`config.mk`:
```
export PLATFORM = sky130hd
export DESIGN_NAME = gbrs_queue
export DESIGN_NICKNAME = d
export VERILOG_FILES = /design/src/sv/gbrs_pkg.sv /design/src/sv/gbrs_queue.sv
export SDC_FILE = /design/constraint.sdc
export NUM_CORES = 1
export LEC_CHECK = 0
export ABC_AREA = 0
export BUFFER_PORTS_ARGS = -buffer_cell sky130_fd_sc_hd__buf_2
export CAP_MARGIN = 10
export CELL_PAD_IN_SITES_DETAIL_PLACEMENT = 1
export CELL_PAD_IN_SITES_GLOBAL_PLACEMENT = 1
export CORE_UTILIZATION = 30
export DETAILED_ROUTE_END_ITERATION = 12
export PLACE_DENSITY = 0.7
export SYNTH_ARGS = -nofsm -noshare
export SYNTH_HDL_FRONTEND = slang
export SYNTH_SLANG_ARGS = --single-unit
```
`constraint.sdc`:
```
create_clock -name clk -period 16.25 [get_ports clk]
set_input_delay 2.4375 -clock clk [delete_from_list [all_inputs] [get_ports clk]]
set_output_delay 2.4375 -clock clk [all_outputs]
set_load 0.01 [all_outputs]
```
`src/sv/gbrs_pkg.sv`:
```
// ----------------------------------------------------------------------------
// Grid keypoint index package
// Shared types, command and status codes, and the cell-bound conversion used
// by the front and back ends of the grid bucketed radius search block.
// ----------------------------------------------------------------------------
package gbrs_pkg;

  // Fixed field widths
  localparam int CW_W   = 16;   // coordinate width, Q12.4
  localparam int IDX_W  = 10;   // width of the result index field
  localparam int FRAC   = 20;   // fraction bits of a scaled offset
  localparam int PW     = 35;   // scaled offset width
  localparam int BW     = 15;   // signed cell bound width

  // Command codes
  localparam logic [1:0] CMD_CLEAR  = 2'd0;
  localparam logic [1:0] CMD_INSERT = 2'd1;
  localparam logic [1:0] CMD_QUERY  = 2'd2;
  localparam logic [1:0] CMD_NONE   = 2'd3;

  // Result status codes
  localparam logic [2:0] ST_FILED   = 3'd0;
  localparam logic [2:0] ST_OUTSIDE = 3'd1;
  localparam logic [2:0] ST_FULL    = 3'd2;
  localparam logic [2:0] ST_HIT     = 3'd3;
  localparam logic [2:0] ST_NOHITS  = 3'd4;
  localparam logic [2:0] ST_CLEARED = 3'd5;

  // Register indexes
  localparam logic [1:0] REG_ORIGIN_X = 2'd0;
  localparam logic [1:0] REG_ORIGIN_Y = 2'd1;
  localparam logic [1:0] REG_INV_CW   = 2'd2;
  localparam logic [1:0] REG_INV_CH   = 2'd3;

  localparam logic [15:0] INV_RESET = 16'd6554;

  // Rounding modes of a scaled offset
  typedef enum logic [1:0] {
    CV_FLOOR = 2'd0,
    CV_CEIL  = 2'd1,
    CV_ROUND = 2'd2
  } conv_mode_t;

  // Configuration registers
  typedef struct packed {
    logic signed [15:0] origin_x;
    logic signed [15:0] origin_y;
    logic [15:0]        inv_cw;
    logic [15:0]        inv_ch;
  } cfg_t;

  // One classified command between the front and back ends
  typedef struct packed {
    logic [1:0]          cmd;
    logic signed [15:0]  x;
    logic signed [15:0]  y;
    logic [2:0]          oct;
    logic [14:0]         radius;
    logic [2:0]          min_level;
    logic signed [3:0]   max_level;
    logic signed [BW-1:0] bx0;
    logic signed [BW-1:0] bx1;
    logic signed [BW-1:0] by0;
    logic signed [BW-1:0] by1;
  } job_t;

  // Turn a scaled Q.20 offset into a cell number.
  function automatic logic signed [BW-1:0] cell_conv(input logic signed [PW-1:0] p,
                                                    input conv_mode_t m);
    logic signed [PW-1:0] t;
    logic signed [PW-1:0] mag;
    logic signed [PW-1:0] ceil_add;
    logic signed [PW-1:0] half;
    t        = '0;
    mag      = '0;
    ceil_add = PW'((64'd1 << FRAC) - 64'd1);
    half     = PW'(64'd1 << (FRAC - 1));
    case (m)
      CV_FLOOR: t = p >>> FRAC;
      CV_CEIL:  t = (p + ceil_add) >>> FRAC;
      default: begin
        if (!p[PW-1]) begin
          t = (p + half) >>> FRAC;
        end else begin
          mag = -p;
          t   = -((mag + half) >>> FRAC);
        end
      end
    endcase
    return t[BW-1:0];
  endfunction

endpackage

```
`src/sv/gbrs_queue.sv`:
```
// ----------------------------------------------------------------------------
// Grid index command queue
// Two-entry queue that decouples the front end from the back end.
// ----------------------------------------------------------------------------
module gbrs_queue import gbrs_pkg::*; (
  input  logic clk,
  input  logic rst_n,
  input  logic push,
  input  job_t wdata,
  output logic full,
  input  logic pop,
  output job_t rdata,
  output logic empty
);

  job_t       ent_r [2];
  logic       wp_r, rp_r;
  logic [1:0] cnt_r;

  assign full  = (cnt_r == 2'd2);
  assign empty = (cnt_r == 2'd0);
  assign rdata = ent_r[rp_r];

  // Pointers and fill count
  always_ff @(posedge clk) begin
    if (!rst_n) begin
      wp_r  <= 1'b0;
      rp_r  <= 1'b0;
      cnt_r <= '0;
    end else begin
      if (push) begin
        wp_r <= ~wp_r;
      end
      if (pop) begin
        rp_r <= ~rp_r;
      end
      cnt_r <= cnt_r + 2'(push) - 2'(pop);
    end
  end

  // Entry storage
  always_ff @(posedge clk) begin
    if (push) begin
      ent_r[wp_r] <= wdata;
    end
  end

endmodule

```
# After elaboration in Yosys (flattened, before gate mapping)
# Memories as Yosys holds them, arrays and structs flattened. A register that Yosys moved wholly into a read port is not among the register bits.
# Index checks and enable logic that the tools add are counted.
# Widths: inputs -> output; s select.
# word_totals
register_bits	4
ram_bits	238
in_bits	123
output_inout_bits	121
word_cells	14
mem_count	1
# classes
add_sub_neg	2
n_eq_ne	1
mux	4
bitwise	2
n_reduce_logical	1
# mem_list
name	depth	word_bits	rd	rd_clocked_by_memory_dff	write_ports	line	rtl
ent_r	2	119	1	1	1	gbrs_queue.sv:16	job_t ent_r [2];
# ops
op	n
$mux 1	4
$add 2x1->2	1
$eq 2x2->1 const B	1
$logic_not 2->1	1
$not 1->1	2
$sub 2x1->2	1

# Longest topological paths before layout
# depth
depth_word	3
depth_mapped	6
ltp_nobuf	6

# Least setup slack after synthesis
# OpenSTA, ideal clock, no wires.
# synth_timing
path_type	in2reg
from	in push
to	mem ent_r[0][0] in the netlist's numbering (enable)
setup_ns	0.613
arrival_ns	7.632
slack_ns	8.005
path_stages	1
path_buffers	0
path_cell_list	nor2b_1
# synth_between
elab_chain_cells	2
# synth_lines
item	line	rtl
start: declaration	gbrs_queue.sv:8	input logic push,
$mux 1	gbrs_queue.sv:43	if (push) begin
$mux 1 (implied by the code)	gbrs_queue.sv:44	ent_r[wp_r] <= wdata;
end: declaration	gbrs_queue.sv:16	
# No other way between the ends.

==> run metrics <==
R2R setup slack=13880 ps; endpoints failing hold=0; wire per inst=around 17 µm; Worst Reg2Reg Path Length in Cells=2; vias in the first global route=4995; DRT iter0 DRCs=approximately 170; initial core utilization=a little under a third; Die Ht=~170 µm; Rel. slew slack=between 20% and 30%; top cells by area, synth=edfxtp_1 80%, mux2_2 15%, clkbuf_8 1.7%; Setup TNS=0 ps; Detailed Place HPWL=between 10 and 15 mm; vias after detailed routing=roughly 4500; CTS H-tree depth=1; Leakage Power=4.20 nW; CP Class=flop to output pin; TritonCTS clock tree=yes; Slew @ Worst Pin=1060 ps; clock slew at reported path FFs=60 ps; Die X=roughly 170 µm; Port Buffers=about 240; hold_sp=rp_r; Place WS=11390 ps; dominant synthesized flop cell=edfxtp_1; Final Max Tran Viols=0; Std-Cell Rows=62; Worst Path Buf+Inv=2; Synth Net Count=516; CORE AREA=roughly 29000 µm²; Cell Count, Final, Fillers Out=between 1000 and 1500; fraction of registers with async set/reset=0%; I/O pin cnt=between 200 and 250; cell family with most CP delay=flip-flops; # resized after CTS=0; first-pass GRT wire length=~28 mm; min Tclk post-route=between 5000 and 6000 ps; Critical Path RT=13810 ps; hold depth=2; Worst Skew=~12 ps; fmax=roughly 190 MHz; Worst-Skew Late Latency=520 ps; synthesized cell area=8890 µm²; Final ANT Viol Nets=0; Clock Tree Root=clkbuf_16; DR vias/cell=about 4.3; Power per Cell Area=around 130 nW/µm²; synthesis warning total=0; RSZ-0062 raised after global routing=no; DRT Pass-1 Iters=4; CP peak stage delay=1000 ps; layout cell share with drive strength beyond 1=around 61%; Reg2Reg Launch Point=wp_r; Num Clock Sinks=243; detailed-route DRC error count=0; synthesized flop and latch total=between 200 and 250; CP max stage cell=dfxtp_4; Area Growth Syn to Fin=27.8%; register area=around 7300 µm²; crit path capture type=output pin; Placed Cells=~1000; total die area=about 30000 µm²; Synth cell types=13; Seq/Total Area, Yosys=between 80 and 90%; status=completed; largest net degree at the start of global routing=75; GPL Wtd Cong=about 0.71; fill count=approximately 2900; Post-synth EDFFs=238; Yosys top cell area share=between 80% and 90%; grt ovf=0; postcts setup bufs=0; largest driver fanout on the critical path=69; Critical Path Source Type=flop; CTS max path bufs=3; total clock buffers created by CTS=27; Final Cycle Share=approximately 33%; R2R Path End=ent_r[1][31]; area occupied by multi-input gates=about 1500 µm²; CP Cell Sequence=buf_4, mux2_2, buf_2; Post-Syn Area per Cell=roughly 23 µm²; MaxCap Viol Count=0; Cells after Synth=a little under 400; Total GRT Usage=12.0%; VDD IR max=between 0.08 and 0.09 mV; cts hold-fix bufs=0; Synth area leader=edfxtp_1; antenna violations before repair=5; CP arrival=approximately 2900 ps; Hold Path Class=flop to flop; setup violators final=0; routed wire length=approximately 18 mm; PnR worst setup slack=~11000 ps; final net count=approximately 780
registers in the layout (all words and copies together), names as in the netlist, named ones only:
signal,cells
cnt_r,2
wp_r,1
ent_r,238
rp_r,1
worst min-delay path: cells and delay by family, from the launching register on:
kind | cells | cell delay, ps
and+or+nand+nor | 1 | 150
xor gates and xnor gates | 1 | 70
DFF | 1 | 320
through the flow:
step | cell area (µm²) | util [%] | power, mW | hold WS [ps]
floorplan | 8890 | - | 0.834 | 555
global placement | 10500 | 36.1 | 0.888 | 558
detailed placement | 10500 | 36.1 | 0.893 | 573
CTS | 11300 | 39.2 | 1.51 | 587
global route | 11400 | 39.2 | 1.54 | 623
finish | 11400 | 39.2 | 1.48 | 580
cell families (layout without fill, tap and decap cells):
family	count (synthesis)	in the layout	synth area share [%]
DFF	243	243	81.6
muxes	119	119	15.1
buffers and inverters	15	299	2.04
and+or+nand+nor	9	9	0.605
adders and majority gates	2	2	0.282
xor gates and xnor gates	2	2	0.352
AOI/OAI and AO/OA	1	1	0.0845
other	0	3	0
cell type report:
| class | count | share of cell area (%) |
|---|---|---|
| Antenna cell | 3 | 0.0661 |
| Tap cell | 384 | 4.23 |
| Timing Repair Buffer | 247 | 11.0 |
| Clock buffer | 30 | 6.05 |
| Multi-Input combinational cell | 133 | 12.9 |
| Clock inverter | 20 | 1.84 |
| Inverter | 2 | 0.0661 |
| Sequential cell | 243 | 63.8 |
how the worst max path moves through the flow:
stage / startpoint / end / slack (ps) / cells after the start
after floorplan: push / ent_r[0][0] / 8010 / 1
after global placement: flop / rdata[1] / 11430 / 3
after detailed placement: flop / rdata[1] / 11390 / 3
after CTS: flop / rdata[39] / 10860 / 3
after global routing: flop / rdata[1] / 10730 / 3
final: flop / rdata[1] / 10970 / 3
cell usage in the layout, fill, tap and decap left out:
cell type   count
buf_2         243
edfxtp_1      238
mux2_2        119
clkbuf_16      27
clkinv_1        6
clkinv_2        5
bufinv_16       4
dfxtp_1         4
buf_4           4
diode_2         3
and2_1          3
nor2b_1         3
clkbuf_1        3
inv_1           2
ha_1            2
inv_6           2
clkinvlp_4      2
nor2_1          1
and2_4          1
xor2_1          1
nor2b_4         1
o21a_1          1
xnor3_1         1
dfxtp_4         1
clkinv_4        1
synth_stat cells (all sizes together), types with 2 or more instances:
cell type,instances
buf,2
dfxtp,5
inv,2
ha,2
clkbuf,11
edfxtp,238
and2,4
nor2b,4
mux2,119
where the power goes:
| part | total, mW | internal (mW) | switching [mW] |
|---|---|---|---|
| registers | 0.741 | 0.726 | 0.0150 |
| clock network | 0.603 | 0.368 | 0.235 |
| logic | 0.135 | 0.0665 | 0.0686 |
per-layer routing:
layer	GRT usage, %	up-vias	share of wire, %
met2	20.2	170	48
li1	-	2085	-
met3	4.70	28	8.7
met5	0	-	0.16
met1	14.4	2235	41
met4	3.11	4	2.0
No activity file was read; power rests on OpenSTA's default activity.
