===== config.mk =====
export PLATFORM = sky130hd
export DESIGN_NAME = gbrs_front
export DESIGN_NICKNAME = d
export VERILOG_FILES = /design/src/sv/gbrs_pkg.sv /design/src/sv/gbrs_front.sv
export SDC_FILE = /design/constraint.sdc
export NUM_CORES = 1
export LEC_CHECK = 0
export BUFFER_PORTS_ARGS = -buffer_cell sky130_fd_sc_hd__buf_2
export CAP_MARGIN = 20
export CORE_MARGIN = 5
export CORE_UTILIZATION = 40
export DETAILED_ROUTE_END_ITERATION = 8
export GPL_TIMING_DRIVEN = 0
export PLACE_DENSITY = 0.64
export SYNTH_ARGS = -nofsm -noshare
export SYNTH_HDL_FRONTEND = slang
export SYNTH_SLANG_ARGS = --single-unit
export TNS_END_PERCENT = 20

===== constraint.sdc =====
create_clock -name clk -period 11.29 [get_ports clk]
set_input_delay 1.6935 -clock clk [delete_from_list [all_inputs] [get_ports clk]]
set_output_delay 1.6935 -clock clk [all_outputs]
set_load 0.05 [all_outputs]

===== src/sv/gbrs_pkg.sv =====
// ----------------------------------------------------------------------------
// Grid keypoint index package
// Shared types, command and status codes, and the cell-bound conversion used
// by the front and back ends of the grid bucketed radius search block.
// ----------------------------------------------------------------------------
package gbrs_pkg;

  // Fixed field widths
  localparam int CW_W   = 16;   // coordinate width, Q12.4
  localparam int IDX_W  = 10;   // width of the result index field
  localparam int FRAC   = 20;   // fraction bits of a scaled offset
  localparam int PW     = 35;   // scaled offset width
  localparam int BW     = 15;   // signed cell bound width

  // Command codes
  localparam logic [1:0] CMD_CLEAR  = 2'd0;
  localparam logic [1:0] CMD_INSERT = 2'd1;
  localparam logic [1:0] CMD_QUERY  = 2'd2;
  localparam logic [1:0] CMD_NONE   = 2'd3;

  // Result status codes
  localparam logic [2:0] ST_FILED   = 3'd0;
  localparam logic [2:0] ST_OUTSIDE = 3'd1;
  localparam logic [2:0] ST_FULL    = 3'd2;
  localparam logic [2:0] ST_HIT     = 3'd3;
  localparam logic [2:0] ST_NOHITS  = 3'd4;
  localparam logic [2:0] ST_CLEARED = 3'd5;

  // Register indexes
  localparam logic [1:0] REG_ORIGIN_X = 2'd0;
  localparam logic [1:0] REG_ORIGIN_Y = 2'd1;
  localparam logic [1:0] REG_INV_CW   = 2'd2;
  localparam logic [1:0] REG_INV_CH   = 2'd3;

  localparam logic [15:0] INV_RESET = 16'd6554;

  // Rounding modes of a scaled offset
  typedef enum logic [1:0] {
    CV_FLOOR = 2'd0,
    CV_CEIL  = 2'd1,
    CV_ROUND = 2'd2
  } conv_mode_t;

  // Configuration registers
  typedef struct packed {
    logic signed [15:0] origin_x;
    logic signed [15:0] origin_y;
    logic [15:0]        inv_cw;
    logic [15:0]        inv_ch;
  } cfg_t;

  // One classified command between the front and back ends
  typedef struct packed {
    logic [1:0]          cmd;
    logic signed [15:0]  x;
    logic signed [15:0]  y;
    logic [2:0]          oct;
    logic [14:0]         radius;
    logic [2:0]          min_level;
    logic signed [3:0]   max_level;
    logic signed [BW-1:0] bx0;
    logic signed [BW-1:0] bx1;
    logic signed [BW-1:0] by0;
    logic signed [BW-1:0] by1;
  } job_t;

  // Turn a scaled Q.20 offset into a cell number.
  function automatic logic signed [BW-1:0] cell_conv(input logic signed [PW-1:0] p,
                                                    input conv_mode_t m);
    logic signed [PW-1:0] t;
    logic signed [PW-1:0] mag;
    logic signed [PW-1:0] ceil_add;
    logic signed [PW-1:0] half;
    t        = '0;
    mag      = '0;
    ceil_add = PW'((64'd1 << FRAC) - 64'd1);
    half     = PW'(64'd1 << (FRAC - 1));
    case (m)
      CV_FLOOR: t = p >>> FRAC;
      CV_CEIL:  t = (p + ceil_add) >>> FRAC;
      default: begin
        if (!p[PW-1]) begin
          t = (p + half) >>> FRAC;
        end else begin
          mag = -p;
          t   = -((mag + half) >>> FRAC);
        end
      end
    endcase
    return t[BW-1:0];
  endfunction

endpackage


===== src/sv/gbrs_front.sv =====
// ----------------------------------------------------------------------------
// Grid index front end
// Accepts input beats, scales the point offsets by the inverse cell size with
// one shared multiplier and pushes each clear, insert or query to the queue.
// ----------------------------------------------------------------------------
module gbrs_front import gbrs_pkg::*; (
  input  logic               clk,
  input  logic               rst_n,
  input  cfg_t               cfg,
  input  logic               in_valid,
  output logic               in_stall,
  input  logic [1:0]         in_cmd,
  input  logic signed [15:0] in_point_x,
  input  logic signed [15:0] in_point_y,
  input  logic [2:0]         in_octave,
  input  logic [14:0]        in_radius,
  input  logic [2:0]         in_min_level,
  input  logic signed [3:0]  in_max_level,
  input  logic               init_busy,
  input  logic               q_full,
  output logic               q_push,
  output job_t               q_data
);

  typedef enum logic [2:0] {
    F_IDLE = 3'b001,
    F_CALC = 3'b010,
    F_PUSH = 3'b100
  } fstate_t;

  fstate_t              st_r, st_nxt;
  job_t                 job_r, job_nxt;
  logic [2:0]           step_r, step_nxt;
  logic signed [PW-1:0] prod_r, prod_nxt;

  logic signed [16:0]   dx, dy;
  logic signed [17:0]   rr, a_op;
  logic signed [16:0]   inv_s;
  logic [1:0]           cidx;
  conv_mode_t           cmode;
  logic signed [BW-1:0] bval;

  assign in_stall = (st_r != F_IDLE) || init_busy;
  assign q_data   = job_r;

  // Operand selection for the shared multiplier
  always_comb begin
    dx    = {job_r.x[15], job_r.x} - {cfg.origin_x[15], cfg.origin_x};
    dy    = {job_r.y[15], job_r.y} - {cfg.origin_y[15], cfg.origin_y};
    rr    = (job_r.cmd == CMD_QUERY) ? $signed({3'b000, job_r.radius}) : '0;
    case (step_r[1:0])
      2'd0:    a_op = {dx[16], dx} - rr;
      2'd1:    a_op = {dx[16], dx} + rr;
      2'd2:    a_op = {dy[16], dy} - rr;
      default: a_op = {dy[16], dy} + rr;
    endcase
    inv_s = $signed({1'b0, (step_r[1] ? cfg.inv_ch : cfg.inv_cw)});
    cidx  = 2'(step_r - 3'd1);
    if (job_r.cmd == CMD_INSERT) begin
      cmode = CV_ROUND;
    end else begin
      cmode = cidx[0] ? CV_CEIL : CV_FLOOR;
    end
    bval = cell_conv(prod_r, cmode);
  end

  // Sequencer
  always_comb begin
    st_nxt   = st_r;
    job_nxt  = job_r;
    step_nxt = step_r;
    prod_nxt = prod_r;
    q_push   = 1'b0;
    unique case (st_r)
      F_IDLE: begin
        if (in_valid && !in_stall) begin
          job_nxt.cmd       = in_cmd;
          job_nxt.x         = in_point_x;
          job_nxt.y         = in_point_y;
          job_nxt.oct       = in_octave;
          job_nxt.radius    = in_radius;
          job_nxt.min_level = in_min_level;
          job_nxt.max_level = in_max_level;
          step_nxt          = '0;
          case (in_cmd)
            CMD_CLEAR:              st_nxt = F_PUSH;
            CMD_INSERT, CMD_QUERY:  st_nxt = F_CALC;
            default:                st_nxt = F_IDLE;
          endcase
        end
      end
      F_CALC: begin
        prod_nxt = PW'(a_op) * PW'(inv_s);
        if (step_r != 3'd0) begin
          case (cidx)
            2'd0:    job_nxt.bx0 = bval;
            2'd1:    job_nxt.bx1 = bval;
            2'd2:    job_nxt.by0 = bval;
            default: job_nxt.by1 = bval;
          endcase
        end
        step_nxt = step_r + 3'd1;
        if (step_r == 3'd4) begin
          st_nxt = F_PUSH;
        end
      end
      F_PUSH: begin
        if (!q_full) begin
          q_push = 1'b1;
          st_nxt = F_IDLE;
        end
      end
      default: st_nxt = F_IDLE;
    endcase
  end

  // State registers
  always_ff @(posedge clk) begin
    if (!rst_n) begin
      st_r   <= F_IDLE;
      step_r <= '0;
    end else begin
      st_r   <= st_nxt;
      step_r <= step_nxt;
    end
  end

  // Payload registers
  always_ff @(posedge clk) begin
    job_r  <= job_nxt;
    prod_r <= prod_nxt;
  end

endmodule


* Yosys cells after proc, flatten, opt, wreduce, memory -nomap -nowiden *
Cells that the tools add are included.

storage, ports and cells
  bits in registers = 160
  latch bits = 0
  bits in writable memories = 0
  memory bits (read-only) = 0
  input port bits = 128
  output and inout bits = 121
  logic and storage cells = 80
  memories kept = 0

operators by class
  add/subtract/negate cells = 13
  multipliers = 1
  div/mod/pow operators = 0
  order comparisons = 0
  equal/unequal tests = 17
  shift-type cells = 0
  multiplexer cells = 16
  bitwise gates (word level) = 1
  reduce and logical (&&, ||, !) cells = 18

operator list
  kind                    count
  $add 35x21->35 const B  3
  $pmux 18 s3             1
  $add 17x16->18          2
  $sub 17x16->18          2
  $mul 18x17->35          1
  $neg 35->35             1
  $sub 16x16->17          2
  $mux 15                 2
  $pmux 15 s2             1
  $mux 16                 1
  $neg 15->15             1
  $reduce_and 3->1        5
  $mux 3                  4
  $pmux 3 s2              2
  $eq 2x1->1 const B      5
  $pmux 3 s3              1
  $eq 2x2->1 const B      4
  $logic_not 2->1         4
  $eq 3x3->1 const B      2
  $ne 2x2->1 const B      3
  $reduce_and 2->1        2
  $add 3x1->3 const B     1
  $eq 3x1->1 const B      1
  $eq 3x2->1 const B      1
  12 further kinds        14

* Depth between registers and ports, before layout *
  depth after elaboration = 6
  depth in mapped cells = 44
  depth with buffers taken out = 44

* Least setup slack after synthesis *
No wires, ideal clock.

  path type = in2reg
  start point = in cfg[49] in the netlist's numbering
  end point = reg prod_r[33] (data pin)
  setup time = 0.258 ns
  data arrival time = 11.036 ns
  required time = 11.032 ns
  slack = -0.004 ns
  stages = 39
  buffers on the path = 2
  cell sequence = inv_1 > ha_1 > nor2b_1 > o21ai_0 > nand2b_1 > a21o_1 > a221o_1 > a41o_1 > o41a_1 > a211oi_1 > o21bai_1 > xor2_1 > ha_1 > a21o_1 > or4_1 > a31oi_1 > xor3_1 > mux2_2 > [3 not listed] > inv_1 > fa_1 > clkbuf_1 > xnor2_1 > xnor2_1 > fa_1 > fa_1 > inv_1 > fa_1 > inv_1 > ha_1 > a21o_1 > a21oi_1 > o21bai_1 > a21o_1 > a21o_1 > a21oi_1 > xnor2_1

on the way
  cells in the longest elaborated chain, start to end = 4
  elaborated cells on any way between the ends = 5
  those cells by class = 3 x add/sub; 1 x mul; 1 x mux

RTL lines
  item                                                     RTL line                            RTL
  from (decl)                                              gbrs_front.sv:9                     input cfg_t cfg,
  $sub 16x16->17 (*)                                       gbrs_front.sv:48                    dx = {job_r.x[15], job_r.x} - {cfg.origin_x[15], cfg.origin_x};
  $add 17x16->18 / $sub 17x16->18 (equally long branches)  gbrs_front.sv:53, gbrs_front.sv:52
  $pmux 18 s3 (*)                                          gbrs_front.sv:51                    case (step_r[1:0])
  $mul 18x17->35 (*)                                       gbrs_front.sv:93                    prod_nxt = PW'(a_op) * PW'(inv_s);
  to (signal assigned)                                     gbrs_front.sv:131                   prod_r <= prod_nxt;
  to (decl)                                                gbrs_front.sv:34                    logic signed [PW-1:0] prod_r, prod_nxt;

Mark *: on every way between the ends. The rest lies on a longest branch, timed or not.
A chain may end at the register's enable or synchronous reset.

* Final worst setup path *
  start point = in cfg[48] in the netlist's numbering
  end point = reg prod_r[33] (data pin)

The elaborated chain is that of the path after synthesis.

==> flow_metrics.env <==
export IMPL_status="finished, final reports clean"
export IMPL_numCtsBuffers=17
export IMPL_yosysWarnings=0
export IMPL_critPathMaxFanout=6
export IMPL_finalSetupTns_ns=0
export IMPL_cpMostUsedCell="fa_1"
export IMPL_clk_transition_reported_paths_ns=0.07
export IMPL_viasPerCell=5.26
export IMPL_syn_avg_cell_area_sq_um=9.46
export IMPL_core_rowCount=85
export IMPL_startpoint_type="input pin"
export IMPL_drtAntennaViolNets=0
export IMPL_cpPeakStageDelay_ns=0.55
export IMPL_utilization_pct=46.6
export IMPL_synth_flop_cell="edfxtp_1"
export IMPL_start_util_pct=40.2
export IMPL_via_count=17300
export IMPL_ys_ff_latch=160
export IMPL_core_area_sq_um=53600
export IMPL_finalNonFillerCells=3288
export IMPL_netlist_area_sq_um=21600
export IMPL_synth_largest_area_cell="fa_1"
export IMPL_synthAdderAreaFrac_pct=37.2
export IMPL_hpwl_microns=50200
export IMPL_reg2reg_slack_ns=0.28
export IMPL_grt_use_total_pct=20.7
export IMPL_cp_data_arrival_time_ns=11.33
export IMPL_first_iter_violations=1320
export IMPL_grt_max_degree=49
export IMPL_finalSetupViolations=0
export IMPL_path_class="input pin to flop"
export IMPL_wl_met1_microns=25700
export IMPL_synth_edff_count=154
export IMPL_wl_met3_microns=3540
export IMPL_htree_levels=4
export IMPL_final_max_slew_viol_count=0
export IMPL_cts_tree="done"
export IMPL_hold_class="flop to flop"
export IMPL_cp_end_kind="flop"
export IMPL_synth_xor_area_share_pct=5.64
export IMPL_wl_met2_microns=28900
export IMPL_synth_compound_area_share_pct=10.0
export IMPL_antenna_found_initial=2
export IMPL_place_area_sq_um=23700
export IMPL_nFillCells=5106
export IMPL_syn2layout_area_growth_pct=15.8
export IMPL_synth_cell_types=87
export IMPL_cp_slowest_cell="or4_1"
export IMPL_grt_first_pass_wirelength_microns=97000
export IMPL_routed_wl_microns=59600
export IMPL_synth_top_family_by_area="adder cells"
export IMPL_max_freq_ghz=0.0898
export IMPL_drt_pass1_iter_count=5
export IMPL_synth_top_cell_area_share_pct=27.0
export IMPL_finalHoldViolations=0
export IMPL_dieArea_sq_um=58600
export IMPL_final_min_clock_period_ns=11.13
export IMPL_numClockSinks=160
export IMPL_wl_per_cell_microns=18.1
export IMPL_cts_root_buffer="clkbuf_16"
export IMPL_yosys_top_cells_area="fa_1, edfxtp_1, ha_1"
export IMPL_syn_nets=2870
export IMPL_crit_required_ns=11.49
export IMPL_n_antenna_cell=0
export IMPL_clockBufferDepth=2
export IMPL_synthSimpleGateAreaFrac_pct=14.4
export IMPL_timing_max_cap_violations=0
export IMPL_maxSlewHeadroom_pct=23.8
export IMPL_tightest_slew_ns=1.11
export IMPL_grt_pass1_vias=18100
export IMPL_fin_nets=3169
export IMPL_clock_latency_ns=0.47
export IMPL_drcViolationCount=0
export IMPL_drive_above_1_share_pct=17.5
export IMPL_top_layer_used="met4"
export IMPL_gp_congestion=0.951
export IMPL_overflow=0
export IMPL_io_pins=249
export IMPL_final_min_period_over_clock_period_pct=98.6
export IMPL_finalInstanceArea_sq_um=25000
export IMPL_fp_dieW_microns=242
export IMPL_synthArstFlopShare_pct=0
export IMPL_synth_area_mux_share_pct=2.18
export IMPL_fp_dieH_microns=242
export IMPL_dp_cells=3231
export IMPL_ys_seq_area_share_pct=22.0
export IMPL_portBuffers=248
export IMPL_final_cell_mix="inv_1, fa_1, buf_2"
export IMPL_rsz0062_at_grt="true"
export IMPL_mostFrequentLayoutCell="inv_1"
export IMPL_finClkSkew_ns=0.0130
export IMPL_synth_cells=2280
final timing paths:
kind / endpoint / cells past startpoint / start
worst max register to register: prod_r[33] / 39 / step_r[1]
worst max-delay path: prod_r[33] / 40 / cfg[48]
worst min-delay path: st_r[0] / 3 / st_r[0]
worst min register to register: st_r[0] / 3 / st_r[0]
Yosys cell counts (7+ instances only):
cell type    n
a211oi_1    13
a21o_1      36
a21oi_1     92
a31oi_1     13
and2_1      23
and3_1      13
clkbuf_1    53
edfxtp_1   154
fa_1       291
ha_1       171
inv_1      425
mux2_2      18
mux2i_1     21
nand2_1    223
nand2b_1    17
nand3_1     25
nand4_1      9
nor2_1     220
nor2b_1     21
nor3_1      32
nor4_1       9
o21a_1      17
o21ai_0     65
o21ai_1     10
o21bai_1    13
o31ai_1      7
or2_2       16
or3_1        8
xnor2_1     89
xor2_1      47
worst max-delay path: cells and delay by family:
kind,cells,cell delay [ns]
adder cells (fa/ha/maj),10,3.90
AO/OA/AOI/OAI,14,2.60
AND/OR/NAND/NOR,6,1.85
buffers and inverters,6,0.49
XOR/XNOR,3,0.45
multiplexers,1,0.34
layer usage:
metal	vias to the layer above	global-route usage (%)
li1	7996	-
met1	8664	27.1
met2	532	35.4
met3	94	3.46
met4	0	5.99
met5	-	0
kinds of logic after synthesis:
kind of cell               Yosys count
DFF                                160
muxes                               44
xor gates and xnor gates           137
buffers and inverters              487
AOI/OAI and AO/OA                  331
and+or+nand+nor                    653
adders and majority gates          468
repair_timing:
item / 4_1_cts / 5_1_grt
hold buffers: 0 / 0
gates resized for setup: 43 / 61
endpoints found under the setup margin: 22 / 15
pin swaps: 14 / 40
setup buffers: 6 / 20
flip-flops by register name, summed over array words and instances, names as in the netlist:
name	count
st_r	3
prod_r	35
q_data	119
step_r	3
cell type report:
cell class	instances	area (sq um)	area share (%)
Multi-Input combinational cell	1633	15300	61.3
Sequential cell	160	4740	19.0
Inverter	425	1600	6.40
Timing Repair Buffer	283	1530	6.14
Tap cell	696	871	3.49
Clock buffer	17	425	1.70
Buffer	59	297	1.19
Clock inverter	15	199	0.797
metrics by stage:
step / setup slack (ns) / hold slack [ns]
2_1_floorplan: 0.0549 / 0.541
3_3_place_gp: -1.60 / 0.580
3_5_place_dp: -1.80 / 0.598
6_report: 0.160 / 0.619
4_1_cts: 0.00357 / 0.621
5_1_grt: -0.242 / 0.681
Power is left out: the tool's default activity adds up to more than one toggle a clock period on the data nets, which glitch-free logic cannot reach.
